<file path="src/sv/gdg_pkg.sv">
// Package for the 5x7 glyph dot generator: widths, codes, state type and font ROM.
// Used by glyph_dot_generator_5x7; no dependencies.

package gdg_pkg;

   localparam int GLYPH_COLUMNS = 5;
   localparam int GLYPH_ROWS    = 7;
   localparam int CELL_ADVANCE  = 6;
   localparam int DOT_COUNT     = GLYPH_COLUMNS * GLYPH_ROWS;

   localparam int CODE_W   = 8;
   localparam int COORD_W  = 16;
   localparam int COLOUR_W = 32;
   localparam int SCALE_W  = 5;
   localparam int OFFSET_W = 8;
   localparam int IDX_W    = $clog2(DOT_COUNT);
   localparam int ROW_W    = $clog2(GLYPH_ROWS);

   localparam int REQ_DATA_W = CODE_W + 2 * COORD_W + COLOUR_W;
   localparam int RSP_DATA_W = 2 * COORD_W + COLOUR_W;

   localparam logic [SCALE_W-1:0] SCALE_RESET = 5'd2;
   localparam logic [SCALE_W-1:0] SCALE_MIN   = 5'd1;
   localparam logic [SCALE_W-1:0] SCALE_MAX   = 5'd16;

   localparam int PEN_DEPTH  = 2;
   localparam int PEN_ADDR_W = 1;
   localparam logic [PEN_ADDR_W-1:0] PEN_X_ADDR = 1'b0;
   localparam logic [PEN_ADDR_W-1:0] PEN_Y_ADDR = 1'b1;

   typedef enum logic [2:0] {
      ST_IDLE,
      ST_LOAD_X,
      ST_LOAD_Y,
      ST_DRAW,
      ST_ADVANCE
   } state_type;

   typedef logic [DOT_COUNT-1:0] glyph_type;

   function automatic glyph_type pack_cols(input logic [7:0] c0, input logic [7:0] c1,
                                           input logic [7:0] c2, input logic [7:0] c3,
                                           input logic [7:0] c4);
      return {c4[6:0], c3[6:0], c2[6:0], c1[6:0], c0[6:0]};
   endfunction

   function automatic glyph_type glyph_lookup(input logic [CODE_W-1:0] code);
      logic [CODE_W-1:0] c;
      glyph_type         g;
      c = code;
      if (code >= 8'h61 && code <= 8'h7A) begin
         c = code - 8'h20;
      end
      unique case (c)
         8'h21:   g = pack_cols(8'h00, 8'h00, 8'h5F, 8'h00, 8'h00);
         8'h2D:   g = pack_cols(8'h08, 8'h08, 8'h08, 8'h08, 8'h08);
         8'h2E:   g = pack_cols(8'h00, 8'h60, 8'h60, 8'h00, 8'h00);
         8'h2F:   g = pack_cols(8'h20, 8'h10, 8'h08, 8'h04, 8'h02);
         8'h30:   g = pack_cols(8'h3E, 8'h51, 8'h49, 8'h45, 8'h3E);
         8'h31:   g = pack_cols(8'h00, 8'h42, 8'h7F, 8'h40, 8'h00);
         8'h32:   g = pack_cols(8'h42, 8'h61, 8'h51, 8'h49, 8'h46);
         8'h33:   g = pack_cols(8'h21, 8'h41, 8'h45, 8'h4B, 8'h31);
         8'h34:   g = pack_cols(8'h18, 8'h14, 8'h12, 8'h7F, 8'h10);
         8'h35:   g = pack_cols(8'h27, 8'h45, 8'h45, 8'h45, 8'h39);
         8'h36:   g = pack_cols(8'h3C, 8'h4A, 8'h49, 8'h49, 8'h30);
         8'h37:   g = pack_cols(8'h01, 8'h71, 8'h09, 8'h05, 8'h03);
         8'h38:   g = pack_cols(8'h36, 8'h49, 8'h49, 8'h49, 8'h36);
         8'h39:   g = pack_cols(8'h06, 8'h49, 8'h49, 8'h29, 8'h1E);
         8'h3A:   g = pack_cols(8'h00, 8'h36, 8'h36, 8'h00, 8'h00);
         8'h41:   g = pack_cols(8'h7E, 8'h11, 8'h11, 8'h11, 8'h7E);
         8'h42:   g = pack_cols(8'h7F, 8'h49, 8'h49, 8'h49, 8'h36);
         8'h43:   g = pack_cols(8'h3E, 8'h41, 8'h41, 8'h41, 8'h22);
         8'h44:   g = pack_cols(8'h7F, 8'h41, 8'h41, 8'h22, 8'h1C);
         8'h45:   g = pack_cols(8'h7F, 8'h49, 8'h49, 8'h49, 8'h41);
         8'h46:   g = pack_cols(8'h7F, 8'h09, 8'h09, 8'h01, 8'h01);
         8'h47:   g = pack_cols(8'h3E, 8'h41, 8'h49, 8'h49, 8'h7A);
         8'h48:   g = pack_cols(8'h7F, 8'h08, 8'h08, 8'h08, 8'h7F);
         8'h49:   g = pack_cols(8'h00, 8'h41, 8'h7F, 8'h41, 8'h00);
         8'h4A:   g = pack_cols(8'h20, 8'h40, 8'h41, 8'h3F, 8'h01);
         8'h4B:   g = pack_cols(8'h7F, 8'h08, 8'h14, 8'h22, 8'h41);
         8'h4C:   g = pack_cols(8'h7F, 8'h40, 8'h40, 8'h40, 8'h40);
         8'h4D:   g = pack_cols(8'h7F, 8'h02, 8'h04, 8'h02, 8'h7F);
         8'h4E:   g = pack_cols(8'h7F, 8'h04, 8'h08, 8'h10, 8'h7F);
         8'h4F:   g = pack_cols(8'h3E, 8'h41, 8'h41, 8'h41, 8'h3E);
         8'h50:   g = pack_cols(8'h7F, 8'h09, 8'h09, 8'h09, 8'h06);
         8'h51:   g = pack_cols(8'h3E, 8'h41, 8'h51, 8'h21, 8'h5E);
         8'h52:   g = pack_cols(8'h7F, 8'h09, 8'h19, 8'h29, 8'h46);
         8'h53:   g = pack_cols(8'h46, 8'h49, 8'h49, 8'h49, 8'h31);
         8'h54:   g = pack_cols(8'h01, 8'h01, 8'h7F, 8'h01, 8'h01);
         8'h55:   g = pack_cols(8'h3F, 8'h40, 8'h40, 8'h40, 8'h3F);
         8'h56:   g = pack_cols(8'h1F, 8'h20, 8'h40, 8'h20, 8'h1F);
         8'h57:   g = pack_cols(8'h7F, 8'h20, 8'h18, 8'h20, 8'h7F);
         8'h58:   g = pack_cols(8'h63, 8'h14, 8'h08, 8'h14, 8'h63);
         8'h59:   g = pack_cols(8'h03, 8'h04, 8'h78, 8'h04, 8'h03);
         8'h5A:   g = pack_cols(8'h61, 8'h51, 8'h49, 8'h45, 8'h43);
         default: g = '0;
      endcase
      return g;
   endfunction

endpackage

</file>
<file path="src/sv/gdg_ram.sv">
// Generic single-write, single-read RAM with registered read data.
// No dependencies.

module gdg_ram #(
   parameter int WIDTH = 16,
   parameter int DEPTH = 2
) (
   input  logic                     clock,
   input  logic                     wr_en,
   input  logic [$clog2(DEPTH)-1:0] wr_addr,
   input  logic [WIDTH-1:0]         wr_data,
   input  logic [$clog2(DEPTH)-1:0] rd_addr,
   output logic [WIDTH-1:0]         rd_data
);

   logic [WIDTH-1:0] mem_ff [DEPTH];
   logic [WIDTH-1:0] rd_data_ff;

   always_ff @(posedge clock) begin
      if (wr_en) begin
         mem_ff[wr_addr] <= wr_data;
      end
      rd_data_ff <= mem_ff[rd_addr];
   end

   assign rd_data = rd_data_ff;

endmodule

</file>
<file path="src/sv/glyph_dot_generator_5x7.sv">
// 5x7 glyph dot generator: one character word in, one word per lit dot out.
// An item loads pen x, then pen y, from the two-entry pen RAM (ST_LOAD_X, ST_LOAD_Y;
// ST_LOAD_Y also writes pen y back), then walks the glyph positions up to the last lit
// dot (at most 35; none for a blank glyph; a lit dot waits while the output stalls),
// then writes back the advanced pen x. A new item is accepted only in ST_IDLE.
// Reset sets dot scale to 2; pen entries read as zero until first written.

module glyph_dot_generator_5x7 (
   input  logic                               clock,
   input  logic                               reset,
   input  logic                               csr_valid,
   output logic                               csr_ready,
   input  logic [gdg_pkg::SCALE_W-1:0]        csr_data,    // dot_scale
   input  logic                               req_tvalid,
   output logic                               req_tready,
   // char_code, text_x, text_y, ink_colour
   input  logic [gdg_pkg::REQ_DATA_W-1:0]     req_tdata,
   input  logic                               req_tuser,   // start_of_string
   output logic                               rsp_tvalid,
   input  logic                               rsp_tready,
   // dot_x, dot_y, dot_colour
   output logic [gdg_pkg::RSP_DATA_W-1:0]     rsp_tdata,
   output logic                               rsp_tlast    // last_dot
);

   localparam int CW = gdg_pkg::COORD_W;
   localparam int OW = gdg_pkg::OFFSET_W;

   gdg_pkg::state_type                    state_ff, state_in;
   logic [gdg_pkg::SCALE_W-1:0]           scale_ff, scale_in;
   logic [gdg_pkg::PEN_DEPTH-1:0]         pen_valid_ff, pen_valid_in;
   logic                                  rsp_tvalid_ff, rsp_tvalid_in;
   logic [CW-1:0]                         dot_x_ff, dot_x_in;
   logic [CW-1:0]                         dot_y_ff, dot_y_in;
   logic [gdg_pkg::COLOUR_W-1:0]          dot_colour_ff, dot_colour_in;
   logic                                  last_dot_ff, last_dot_in;
   gdg_pkg::glyph_type                    glyph_ff, glyph_in;
   logic [gdg_pkg::COLOUR_W-1:0]          colour_ff, colour_in;
   logic                                  sos_ff, sos_in;
   logic [CW-1:0]                         text_x_ff, text_x_in;
   logic [CW-1:0]                         text_y_ff, text_y_in;
   logic [CW-1:0]                         pen_x_ff, pen_x_in;
   logic [CW-1:0]                         pen_y_ff, pen_y_in;
   logic [gdg_pkg::IDX_W-1:0]             idx_ff, idx_in;
   logic [gdg_pkg::ROW_W-1:0]             row_ff, row_in;
   logic [OW-1:0]                         col_off_ff, col_off_in;
   logic [OW-1:0]                         row_off_ff, row_off_in;

   logic                                  ram_wr_en;
   logic [gdg_pkg::PEN_ADDR_W-1:0]        ram_wr_addr;
   logic [CW-1:0]                         ram_wr_data;
   logic [gdg_pkg::PEN_ADDR_W-1:0]        ram_rd_addr;
   logic [CW-1:0]                         ram_rd_data;

   logic [gdg_pkg::SCALE_W-1:0]           scale;
   logic [OW-1:0]                         advance;
   logic                                  out_free;
   logic                                  lit;
   logic                                  last;
   gdg_pkg::glyph_type                    above;
   logic [CW:0]                           sum_x;
   logic [CW:0]                           sum_y;
   logic [CW:0]                           sum_adv;

   gdg_ram #(
      .WIDTH (CW),
      .DEPTH (gdg_pkg::PEN_DEPTH)
   ) u_pen_ram (
      .clock   (clock),
      .wr_en   (ram_wr_en),
      .wr_addr (ram_wr_addr),
      .wr_data (ram_wr_data),
      .rd_addr (ram_rd_addr),
      .rd_data (ram_rd_data)
   );

   assign csr_ready  = 1'b1;
   assign req_tready = (state_ff == gdg_pkg::ST_IDLE);
   assign rsp_tvalid = rsp_tvalid_ff;
   assign rsp_tdata  = {dot_colour_ff, dot_y_ff, dot_x_ff};
   assign rsp_tlast  = last_dot_ff;

   always_comb begin
      if (scale_ff < gdg_pkg::SCALE_MIN) begin
         scale = gdg_pkg::SCALE_MIN;
      end else if (scale_ff > gdg_pkg::SCALE_MAX) begin
         scale = gdg_pkg::SCALE_MAX;
      end else begin
         scale = scale_ff;
      end
   end

   assign advance  = OW'(gdg_pkg::CELL_ADVANCE) * OW'(scale);
   assign out_free = !rsp_tvalid_ff || rsp_tready;
   assign lit      = glyph_ff[idx_ff];
   assign above    = glyph_ff >> idx_ff;
   assign last     = (above[gdg_pkg::DOT_COUNT-1:1] == '0);
   assign sum_x    = {1'b0, pen_x_ff} + (CW+1)'(col_off_ff);
   assign sum_y    = {1'b0, pen_y_ff} + (CW+1)'(row_off_ff);
   assign sum_adv  = {1'b0, pen_x_ff} + (CW+1)'(advance);

   always_comb begin
      state_in      = state_ff;
      scale_in      = scale_ff;
      pen_valid_in  = pen_valid_ff;
      rsp_tvalid_in = rsp_tvalid_ff;
      dot_x_in      = dot_x_ff;
      dot_y_in      = dot_y_ff;
      dot_colour_in = dot_colour_ff;
      last_dot_in   = last_dot_ff;
      glyph_in      = glyph_ff;
      colour_in     = colour_ff;
      sos_in        = sos_ff;
      text_x_in     = text_x_ff;
      text_y_in     = text_y_ff;
      pen_x_in      = pen_x_ff;
      pen_y_in      = pen_y_ff;
      idx_in        = idx_ff;
      row_in        = row_ff;
      col_off_in    = col_off_ff;
      row_off_in    = row_off_ff;
      ram_wr_en     = 1'b0;
      ram_wr_addr   = gdg_pkg::PEN_X_ADDR;
      ram_wr_data   = pen_x_ff;
      ram_rd_addr   = gdg_pkg::PEN_X_ADDR;

      if (csr_valid) begin
         scale_in = csr_data;
      end
      if (rsp_tvalid_ff && rsp_tready) begin
         rsp_tvalid_in = 1'b0;
      end

      unique case (state_ff)
         gdg_pkg::ST_IDLE: begin
            if (req_tvalid) begin
               glyph_in  = gdg_pkg::glyph_lookup(req_tdata[gdg_pkg::CODE_W-1:0]);
               text_x_in = req_tdata[gdg_pkg::CODE_W +: CW];
               text_y_in = req_tdata[gdg_pkg::CODE_W+CW +: CW];
               colour_in = req_tdata[gdg_pkg::CODE_W+2*CW +: gdg_pkg::COLOUR_W];
               sos_in    = req_tuser;
               state_in  = gdg_pkg::ST_LOAD_X;
            end
         end
         gdg_pkg::ST_LOAD_X: begin
            ram_rd_addr = gdg_pkg::PEN_Y_ADDR;
            if (sos_ff) begin
               pen_x_in = text_x_ff;
            end else if (pen_valid_ff[gdg_pkg::PEN_X_ADDR]) begin
               pen_x_in = ram_rd_data;
            end else begin
               pen_x_in = '0;
            end
            state_in = gdg_pkg::ST_LOAD_Y;
         end
         gdg_pkg::ST_LOAD_Y: begin
            if (sos_ff) begin
               pen_y_in = text_y_ff;
            end else if (pen_valid_ff[gdg_pkg::PEN_Y_ADDR]) begin
               pen_y_in = ram_rd_data;
            end else begin
               pen_y_in = '0;
            end
            ram_wr_en    = 1'b1;
            ram_wr_addr  = gdg_pkg::PEN_Y_ADDR;
            ram_wr_data  = pen_y_in;
            pen_valid_in[gdg_pkg::PEN_Y_ADDR] = 1'b1;
            idx_in       = '0;
            row_in       = '0;
            col_off_in   = '0;
            row_off_in   = '0;
            state_in     = (glyph_ff == '0) ? gdg_pkg::ST_ADVANCE : gdg_pkg::ST_DRAW;
         end
         gdg_pkg::ST_DRAW: begin
            if (!lit || out_free) begin
               if (lit) begin
                  rsp_tvalid_in = 1'b1;
                  dot_x_in      = sum_x[CW] ? '1 : sum_x[CW-1:0];
                  dot_y_in      = sum_y[CW] ? '1 : sum_y[CW-1:0];
                  dot_colour_in = colour_ff;
                  last_dot_in   = last;
               end
               if (row_ff == gdg_pkg::ROW_W'(gdg_pkg::GLYPH_ROWS - 1)) begin
                  row_in     = '0;
                  row_off_in = '0;
                  col_off_in = col_off_ff + OW'(scale);
               end else begin
                  row_in     = row_ff + 1'b1;
                  row_off_in = row_off_ff + OW'(scale);
               end
               idx_in = idx_ff + 1'b1;
               if ((lit && last) ||
                   idx_ff == gdg_pkg::IDX_W'(gdg_pkg::DOT_COUNT - 1)) begin
                  state_in = gdg_pkg::ST_ADVANCE;
               end
            end
         end
         gdg_pkg::ST_ADVANCE: begin
            ram_wr_en    = 1'b1;
            ram_wr_addr  = gdg_pkg::PEN_X_ADDR;
            ram_wr_data  = sum_adv[CW] ? '1 : sum_adv[CW-1:0];
            pen_valid_in[gdg_pkg::PEN_X_ADDR] = 1'b1;
            state_in     = gdg_pkg::ST_IDLE;
         end
         default: begin
            state_in = gdg_pkg::ST_IDLE;
         end
      endcase
   end

   always_ff @(posedge clock) begin
      if (reset) begin
         state_ff      <= gdg_pkg::ST_IDLE;
         scale_ff      <= gdg_pkg::SCALE_RESET;
         pen_valid_ff  <= '0;
         rsp_tvalid_ff <= 1'b0;
      end else begin
         state_ff      <= state_in;
         scale_ff      <= scale_in;
         pen_valid_ff  <= pen_valid_in;
         rsp_tvalid_ff <= rsp_tvalid_in;
      end
   end

   always_ff @(posedge clock) begin
      dot_x_ff      <= dot_x_in;
      dot_y_ff      <= dot_y_in;
      dot_colour_ff <= dot_colour_in;
      last_dot_ff   <= last_dot_in;
      glyph_ff      <= glyph_in;
      colour_ff     <= colour_in;
      sos_ff        <= sos_in;
      text_x_ff     <= text_x_in;
      text_y_ff     <= text_y_in;
      pen_x_ff      <= pen_x_in;
      pen_y_ff      <= pen_y_in;
      idx_ff        <= idx_in;
      row_ff        <= row_in;
      col_off_ff    <= col_off_in;
      row_off_ff    <= row_off_in;
   end

endmodule

</file>
<file path="config.mk">
export PLATFORM = sky130hd
export DESIGN_NAME = glyph_dot_generator_5x7
export DESIGN_NICKNAME = d
export VERILOG_FILES = /design/src/sv/gdg_pkg.sv /design/src/sv/gdg_ram.sv /design/src/sv/glyph_dot_generator_5x7.sv
export SDC_FILE = /design/constraint.sdc
export NUM_CORES = 1
export LEC_CHECK = 0
export BUFFER_PORTS_ARGS = -buffer_cell sky130_fd_sc_hd__buf_2
export CAP_MARGIN = 0
export CORE_MARGIN = 2
export CORE_UTILIZATION = 64
export CTS_CLUSTER_DIAMETER = 120
export DETAILED_ROUTE_END_ITERATION = 8
export GPL_ROUTABILITY_DRIVEN = 1
export HOLD_SLACK_MARGIN = 0.1
export MAX_ROUTING_LAYER = met4
export PLACE_DENSITY_LB_ADDON = 0.15
export SLEW_MARGIN = 30
export SYNTH_ARGS = -nofsm -noshare
export SYNTH_HDL_FRONTEND = slang
export SYNTH_MEMORY_MAX_BITS = 65536
export SYNTH_SLANG_ARGS = --single-unit
export TNS_END_PERCENT = 30
</file>
<file path="constraint.sdc">
create_clock -name clock -period 9.6 [get_ports clock]
set_input_delay 2.4 -clock clock [delete_from_list [all_inputs] [get_ports clock]]
set_output_delay 2.4 -clock clock [all_outputs]
set_load 0.02 [all_outputs]
</file>
# After elaboration in Yosys (flattened, before gate mapping)
# Memory sizes are Yosys's and may differ from the RTL's. A register that Yosys moved wholly into a read port is not among the register bits.
# Index checks and enable logic that the tools add are counted.
classes:
  addsub: 8
  multipliers: 1
  order_cmp: 5
  n_eq_ne: 10
  n_shift: 1
  n_mux: 38
  n_reduce_logical: 18
op_table:
  columns: ["operator", "count"]
  rows:
  - ["$mux W16", 5]
  - ["$mux W8", 7]
  - ["$add A16 B8 Y17", 3]
  - ["$logic_not A35 Y1", 1]
  - ["$shr A35 B6 Y35", 1]
  - ["$logic_not A34 Y1", 1]
  - ["$pmux W16 S2", 1]
  - ["$pmux W8 S2", 2]
  - ["$mux W3", 6]
  - ["$add A8 B5 Y8", 2]
  - ["$pmux W3 S4", 1]
  - ["$pmux W6 S2", 1]
  - ["$mux W1", 10]
  - ["$mux W5", 2]
  - ["$reduce_and A3 Y1", 3]
  - ["$ge A8 B7 Y1 const B", 1]
  - ["$le A8 B7 Y1 const B", 1]
  - ["$ne A2 B2 Y1 const B", 4]
  - ["$sub A8 B6 Y8 const B", 1]
  - ["$lt A6 B7 Y1 const B", 1]
  - ["$mul A2 B5 Y7 const A", 1]
  - ["$add A6 B1 Y6 const B", 1]
  - ["$bmux W1 S6", 1]
  - ["$eq A3 B2 Y1 const B", 2]
  - ["other kinds (15)", 22]
word_totals:
  ff_bits: 198
  mem_bits_rw: 32
  romBits: 4480
  inputBits: 83
  wordCells: 102
  mem_count: 2
mem_list:
  columns: ["memory", "depth", "width", "rd", "rd_clocked_by_memory_dff", "wr", "line_no", "rtl"]
  rows:
  - ["(name not given)", 128, 35, 1, 1, 0, "gdg_pkg.sv:54", "unique case (c)"]
  - ["u_pen_ram.mem_ff", 2, 16, 1, 1, 1, "gdg_ram.sv:16", "logic [WIDTH-1:0] mem_ff [DEPTH];"]

# Logic depth before layout (Yosys ltp)
# Gate-level depths: netlist of the first run.
logic_depth:
  word_depth: 7
  ltp_mapped: 17
  mapped_depth_nobuf: 15

# By module
# Synthesis of the first run repeated with hierarchy kept, for this count alone.
hier_totals:
  cells_unflattened: 1364
  area_unflattened_um2: 15065.7
modules_own_cells:
  columns: ["mod", "n_inst", "cells_each", "area_each_um2", "seq_area_each_um2"]
  rows:
  - ["glyph_dot_generator_5x7", 1, 1296, 13523.0, 6886.6]
  - ["gdg_ram", 1, 68, 1542.7, 1281.2]

# Worst setup path after synthesis of the first run
# No wires, ideal clock.
synth_timing:
  kind: "input -> register"
  start: "in rsp_tready"
  end: "reg dot_colour_ff[0] (netlist bit) (enable)"
  setup_ns: 0.488
  t_arrival_ns: 5.189
  t_required_ns: 9.112
  setup_slack_ns: 3.923
  path_stages: 2
  path_buffers: 0
  path_cell_list: "nor2b_1 > nor2_1"
synth_between:
  elab_chain_cells: 3
synth_lines:
  columns: ["element", "line_no", "rtl"]
  rows:
  - ["from (decl)", "glyph_dot_generator_5x7.sv:20", "input logic rsp_tready,"]
  - ["$logic_or A1 B1 Y1", "glyph_dot_generator_5x7.sv:94", "assign out_free = !rsp_tvalid_ff || rsp_tready;"]
  - ["$logic_or A1 B1 Y1", "glyph_dot_generator_5x7.sv:175", "if (!lit || out_free) begin"]
  - ["$reduce_and A3 Y1 (no line)", null, null]
  - ["to (signal assigned)", "glyph_dot_generator_5x7.sv:228", "dot_colour_ff <= dot_colour_in;"]
  - ["to (decl)", "glyph_dot_generator_5x7.sv:35", "logic [gdg_pkg::COLOUR_W-1:0] dot_colour_ff, dot_colour_in;"]
# Every way passes these cells.
# A chain may end at the register's enable or synchronous reset.

# Final worst setup path of the first run
layout_timing:
  start: "in req_tdata[1] (netlist bit)"
  end: "reg glyph_ff[21], data pin"
layout_between:
  elab_chain_cells: 5
  word_cells_on_any_way: 7
layout_lines:
  columns: ["element", "line_no", "rtl"]
  rows:
  - ["from (decl)", "glyph_dot_generator_5x7.sv:17", "input logic [gdg_pkg::REQ_DATA_W-1:0] req_tdata,"]
  - ["$ge A8 B7 Y1 or $le A8 B7 Y1 (tied branches)", "gdg_pkg.sv:51", "if (code >= 8'h61 && code <= 8'h7A) begin"]
  - ["$logic_and A1 B1 Y1", "gdg_pkg.sv:51", null]
  - ["$mux W8 (*)", "gdg_pkg.sv:51", null]
  - ["$mux W8 (*)", "glyph_dot_generator_5x7.sv:136", "if (req_tvalid) begin"]
  - ["$mux W8 (*)", "glyph_dot_generator_5x7.sv:134", "unique case (state_ff)"]
  - ["to (signal assigned)", "glyph_dot_generator_5x7.sv:230", "glyph_ff <= glyph_in;"]
  - ["to (decl)", "glyph_dot_generator_5x7.sv:37", "gdg_pkg::glyph_type glyph_ff, glyph_in;"]
# Mark *: on every way between the ends. The rest lies on a longest branch, timed or not. The select of a mux whose other input is x is not followed.

==> out/metrics.yaml, run 1 <==
fin_crit_ns: 5.132
ir_drop_uv: 187.4
grt_max_degree: 70
grt-ovfl-total: 0
status: "completed"
cts_root_buf: "clkbuf_16"
cp.required_ns: 9.97
dr.pass1.iters: 7
synth_nets: 1523
die_x_um: 157.7
clock_latency_ns: 0.54
io_buffers: 149
ios: 151
die_h_um: 157.7
dp_hpwl_mm: 26.95
hold_path_class: "reg2reg"
start_kind: "primary input"
syn_area_per_cell_um2: 10.97
layout_common_cells: "254 x edfxtp_1, 149 x buf_2, 129 x nand2_1, 115 x nor2_1, 108 x a21oi_1"
p_total_mw: 3.468
grt_pass1_vias: 10802
hold_depth: 0
syn_to_final_growth_pct: 12.75
crit_family: "compound AO/OA/AOI/OAI gates"
endpoint_kind: "flip-flop"
p_leak_nw: 6.414
drive_above_1_share_pct: 17.38
drtIter0Drc: 1340
crit_slowest_cell: "ha_1"
reg2reg_depth: 13
wirelength_mm: 39.10
cp_max_fo: 31
place_inst: 1780
tns_ns: 0
hold_violations: 0
post_cts_buffers: 0
antenna-diode-count: 0
grt_pass1_wl_mm: 59.46
min_to: "dot_colour_ff[16]"
ys_seq_area_share_pct: 54.01
hp-start: "colour_ff[16]"
worstReg2RegStart: "scale_ff[4]"
synth_area_um2: 15120
slew_headroom_pct: 32.29
final_nets: 1635
max_freq_ghz: 0.1949
setup_viol_count_final: 0
start_util_pct: 64.81
yosysWarnings: 0
drv_slew: 0
vias: 11878
cts_tree: "done"
clockBufferDepth: 3
clock_sink_count: 281
crit_path_cell_trace: "buf_2 -> inv_1 -> ha_1 -> nor2_1 -> and3_1 -> nor4_1 -> o211ai_1 -> a21oi_2 -> buf_4 -> a21boi_0 -> o21ai_0 -> a21oi_1"
synth_cells: 1379
htreeDepth: 1
core_um2: 23330
crit_type: "in2reg"
ys.flop_type: "edfxtp_1"
synth-edff-count: 254
clkTransAtPathRegs_ns: 0.07
ys_ff_latch: 281
clock_skew_ns: 0.01658
gp_congestion: 0.9459
rsz0062_at_grt: "false"
final_common_cell: "edfxtp_1"
r2r_slack_ns: 5.34
wl_per_cell_um: 21.34
yosys.cell_types.count: 74
ant_nets: 0
crit_arrival_ns: 5.50
antenna_found_initial: 0
path_buf_inv: 3
cts_resized: 0
cp-startpoint: "req_tdata[1]"
worst_pin_slew_ns: 1.012
finalNonFillerCells: 1832
async_flop_share_pct: 0
maxCapViolations: 0
hold_buffers: 0
vias_per_cell: 6.484
rows: 56
cts_buffers: 28
die_area_um2: 24870
worstReg2RegEnd: "u_pen_ram.mem_ff[1][14]"
power_per_cell_area_nw_per_um2: 203.4
drc_errors: 0
slowest_delay_ns: 0.62
fin_crit_sh_pct: 53.45
track_usage_pct: 31.71
-- stage by stage --
stage	utilization (%)	hold slack [ns]	area, um^2	setup slack (ns)
after global placement	68.78	0.4007	16050	4.222
after floorplan	-	0.4003	15120	3.923
after CTS	73.05	0.4178	17040	4.571
after global routing	73.07	0.4224	17050	4.257
final	73.07	0.4172	17050	4.468
after detailed placement	68.78	0.4045	16050	4.032
-- state kept, by name, indices dropped and copies added (netlist names), 8 cells and up --
signal             count
pen_x_ff              16
col_off_ff             8
dot_colour_ff         32
glyph_ff              35
dot_y_ff              16
colour_ff             32
row_off_ff             8
u_pen_ram.rd_data     16
u_pen_ram.mem_ff      32
pen_y_ff              16
dot_x_ff              16
text_y_ff             16
text_x_ff             16
-- synth_stat cells, drive strengths merged (11+ instances only) --
library cell  instances  share of area (%)
edfxtp              254                 50
nand2               129                3.2
nor2                116                2.9
a21oi               109                3.6
o21ai                85                2.8
clkbuf               63                1.6
ha                   55                4.6
inv                  50                1.2
a22o                 34                2.0
nor3                 34                1.1
nand3                31                1.0
nor2b                30                1.2
o211ai               29                1.4
dfxtp                27                3.6
mux2                 25                1.9
xnor2                21                1.2
buf                  20               0.80
nand2b               18               0.74
mux4                 16                2.4
a211oi               12               0.63
a21o                 12               0.60
mux2i                12               0.79
or3                  12               0.50
and2                 11               0.46
and3                 11               0.46
o22ai                11               0.46
o31ai                11               0.55
-- where the power goes --
part,switching [mW],leakage [nW],total (mW),internal [mW]
sequential,0.109,2.61,1.62,1.51
combinational,0.418,3.32,0.679,0.261
clock,0.457,0.483,1.17,0.709
total,0.985,6.41,3.47,2.48
-- kinds of logic after synthesis --
logic type | synth area share (%)
AND/OR/NAND/NOR | 13.16
AO/OA/AOI/OAI | 17.09
flip-flops | 54.01
buffers and inverters | 3.682
adder cells (fa/ha/maj) | 5.345
multiplexers | 5.064
XOR/XNOR | 1.622
other | 0.02480
-- how the worst max path moves through the flow --
stage | endpoint | slack (ns) | cells after the start
after floorplan | dot_colour_ff[0] | 3.92 | 2
after global placement | glyph_ff[21] | 4.22 | 12
after detailed placement | glyph_ff[21] | 4.03 | 12
after CTS | glyph_ff[21] | 4.57 | 12
after global routing | glyph_ff[21] | 4.26 | 12
final | glyph_ff[21] | 4.47 | 12
-- worst reg2reg max path: cells and delay by family (launching register included) --
kind / cells / cell delay, ns
AOI/OAI and AO/OA: 6 / 1.71
adders and majority gates: 3 / 0.99
DFF: 1 / 0.58
and+or+nand+nor: 1 / 0.29
buffers and inverters: 2 / 0.23
xor gates and xnor gates: 1 / 0.18
-- routing by layer --
layer | vias to the layer above | routed length (um) | part of all wire [%] | track usage [%]
met4 | 0 | 962 | 2.5 | 9.221
li1 | 5410 | - | - | -
met3 | 77 | 3866 | 9.9 | 4.845
met2 | 719 | 17290 | 44 | 46.25
met1 | 5672 | 16980 | 43 | 46.42
met5 | - | 0 | 0 | -
-- layout make-up --
cell class / instances / area (um^2)
inverter: 53 / 198.9
multi-input combinational: 962 / 6422
timing repair buffer: 165 / 865.8
clock inverter: 16 / 214.0
tap: 319 / 399.1
sequential: 281 / 8168
clock buffer: 36 / 782.0
fill: 1585 / 6282
(Power assumes the default switching activity.)
==> run 2, diff against run 1 <==
Settings changed: CORE_UTILIZATION 64 to 60.
Clock period 9.6 ns to 5.28 ns, I/O delays scaled along.
==> out/metrics.yaml, run 2 (same netlist as run 1, synthesis figures left out) <==
status: "completed"  # unchanged
clock_skew_ns: 0.04844  # was 0.01658 ns
grt_pass1_vias: 10879  # was 10802
crit_path_cell_trace: "nand2b_1 -> inv_1 -> ha_1 -> fa_1 -> ha_1 -> a21oi_1 -> o21bai_1 -> a21oi_1 -> o21bai_1 -> a21o_1 -> and3b_1 -> o31ai_1"  # was buf_2 -> inv_1 -> ha_1 -> nor2_1 -> and3_1 -> nor4_1 -> o211ai_1 -> a21oi_2 -> buf_4 -> a21boi_0 -> o21ai_0 -> a21oi_1
die_area_um2: 26490  # was 24870 um^2
layout_common_cells: "254 x edfxtp_1, 149 x buf_2, 129 x nand2_1, 115 x nor2_1, 108 x a21oi_1"  # unchanged
slew_headroom_pct: 37.85  # was 32.29%
core_um2: 24960  # was 23330 um^2
start_util_pct: 60.58  # was 64.81%
die_h_um: 162.8  # was 157.7 um
highest_layer: "met4"  # unchanged
drc_errors: 0  # unchanged
rows: 58  # was 56
grt_max_degree: 75  # was 70
worstReg2RegStart: "scale_ff[4]"  # unchanged
ios: 151  # unchanged
hold_buffers: 0  # unchanged
drv_slew: 0  # unchanged
p_leak_nw: 6.435  # was 6.414 nW
hold_depth: 0  # unchanged
syn_to_final_growth_pct: 13.10  # was 12.75%
cts_tree: "done"  # unchanged
ant_nets: 0  # unchanged
clockBufferDepth: 3  # unchanged
setup_viol_count_final: 0  # unchanged
r2r_slack_ns: 1.29  # was 5.34 ns
cts_root_buf: "clkbuf_16"  # unchanged
dr.pass1.iters: 5  # was 7
clock_sink_count: 281  # unchanged
crit_slowest_cell: "dfxtp_1"  # was ha_1
wl_per_cell_um: 21.01  # was 21.34 um
cp.required_ns: 5.63  # was 9.97 ns
clock_latency_ns: 0.58  # was 0.54 ns
met2_length_mm: 16.98  # was 17.29 mm
worst_pin_slew_ns: 0.9289  # was 1.012 ns
reg2reg_depth: 12  # was 13
die_x_um: 162.8  # was 157.7 um
ir_drop_uv: 383.5  # was 187.4 uV
start_kind: "flip-flop"  # was primary input
crit_type: "reg2reg"  # was in2reg
drive_above_1_share_pct: 17.89  # was 17.38%
final_common_cell: "edfxtp_1"  # unchanged
track_usage_pct: 30.20  # was 31.71%
rsz0062_at_grt: "false"  # unchanged
tns_ns: 0  # unchanged
hp-start: "colour_ff[28]"  # was colour_ff[16]
power_per_cell_area_nw_per_um2: 364.8  # was 203.4 nW/um^2
wirelength_mm: 38.87  # was 39.10 mm
grt_pass1_wl_mm: 60.71  # was 59.46 mm
grt-ovfl-total: 0  # unchanged
p_total_mw: 6.239  # was 3.468 mW
antenna_found_initial: 0  # unchanged
endpoint_kind: "flip-flop"  # unchanged
cts_resized: 0  # unchanged
maxCapViolations: 0  # unchanged
clkTransAtPathRegs_ns: 0.07  # about the same
dp_hpwl_mm: 26.84  # was 26.95 mm
antenna-diode-count: 0  # unchanged
min_to: "dot_colour_ff[28]"  # was dot_colour_ff[16]
wl_met1_mm: 17.29  # was 16.98 mm
cts_buffers: 28  # unchanged
io_buffers: 149  # unchanged
gp_congestion: 0.9880  # was 0.9459
cp_max_fo: 19  # was 31
slowest_delay_ns: 0.57  # was 0.62 ns
final_nets: 1642  # was 1635
drtIter0Drc: 1426  # was 1340
regMostFlops: "glyph_ff"  # unchanged
fin_crit_sh_pct: 75.66
vias_per_cell: 6.331  # was 6.484
crit_arrival_ns: 4.35  # was 5.50 ns
hold_violations: 0  # unchanged
vias: 11712  # was 11878
post_cts_buffers: 0  # unchanged
dr_wl_met3_mm: 3.908  # was 3.866 mm
max_freq_ghz: 0.2503
htreeDepth: 1  # unchanged
largest_register_ffs: 35  # unchanged
fin_crit_ns: 3.995
worstReg2RegEnd: "u_pen_ram.mem_ff[0][10]"  # was u_pen_ram.mem_ff[1][14]
hold_path_class: "reg2reg"  # unchanged
==> run 2: changes by cell type in the layout (fill, tap and decap cells not counted) <==
cell / before / now
clkinv_16: 0 / 1
clkbuf_1: 4 / 1
buf_4: 16 / 22
a21boi_1: 1 / 0
clkinv_1: 6 / 7
clkinv_2: 4 / 6
clkbuf_8: 3 / 1
a21boi_0: 7 / 8
buf_12: 0 / 1
inv_6: 0 / 1
bufinv_16: 5 / 4
clkinvlp_4: 2 / 4
clkbuf_16: 29 / 28
==> run 2: area by class of cell <==
| cell class | instances | area, um^2 |
|---|---|---|
| flip-flops and latches | 281 | 8168 |
| well taps | 330 | 412.9 |
| clock inverters | 22 | 251.5 |
| clock buffers | 30 | 718.2 |
| fillers | 1882 | 7861 |
| repair buffers | 172 | 930.9 |
| multi-input cells | 962 | 6422 |
| inverters | 53 | 198.9 |
==> run 2: worst max path at each step <==
stage	start	endpoint	slack (ns)	cells past startpoint
6_report	scale_ff[4]	u_pen_ram.mem_ff[0][10]	1.29	12
3_5_place_dp	req_tdata[1]	glyph_ff[21]	1.19	11
3_3_place_gp	req_tdata[1]	glyph_ff[21]	1.32	11
5_1_grt	scale_ff[4]	u_pen_ram.mem_ff[0][10]	1.06	12
2_1_floorplan	idx_ff[1]	dot_colour_ff[0]	0.37	8
4_1_cts	scale_ff[4]	u_pen_ram.mem_ff[0][15]	1.30	13
==> run 2: where the power goes <==
part	switching (mW)	total [mW]	internal, mW
clock	0.870	2.06	1.19
combinational	0.745	1.23	0.483
sequential	0.201	2.95	2.75
total	1.81	6.24	4.42
==> run 2: metrics by stage <==
stage	cell area, um^2	setup slack, ns	hold slack, ns	utilization, %	std cells
3_3_place_gp	16110	1.321	0.4005	64.52	1797
4_1_cts	17080	1.300	0.3981	68.40	1849
3_5_place_dp	16110	1.186	0.4045	64.52	1797
5_1_grt	17100	1.063	0.4121	68.51	1850
2_1_floorplan	15120	0.3654	0.4003	-	1379
6_report	17100	1.285	0.3976	68.51	1850
==> run 2: worst max-delay path: cells and delay by family, from the launching register on <==
kind	cells	cell delay, ns
DFF	1	0.57
and+or+nand+nor	2	0.56
adders and majority gates	3	1.04
AOI/OAI and AO/OA	6	1.44
buffers and inverters	1	0.16
==> run 2: per-layer routing <==
metal / vias up / track usage [%]
li1: 5421 / -
met1: 5588 / 44.86
met2: 641 / 43.91
met3: 62 / 5.475
met4: 0 / 6.356
met5: - / -
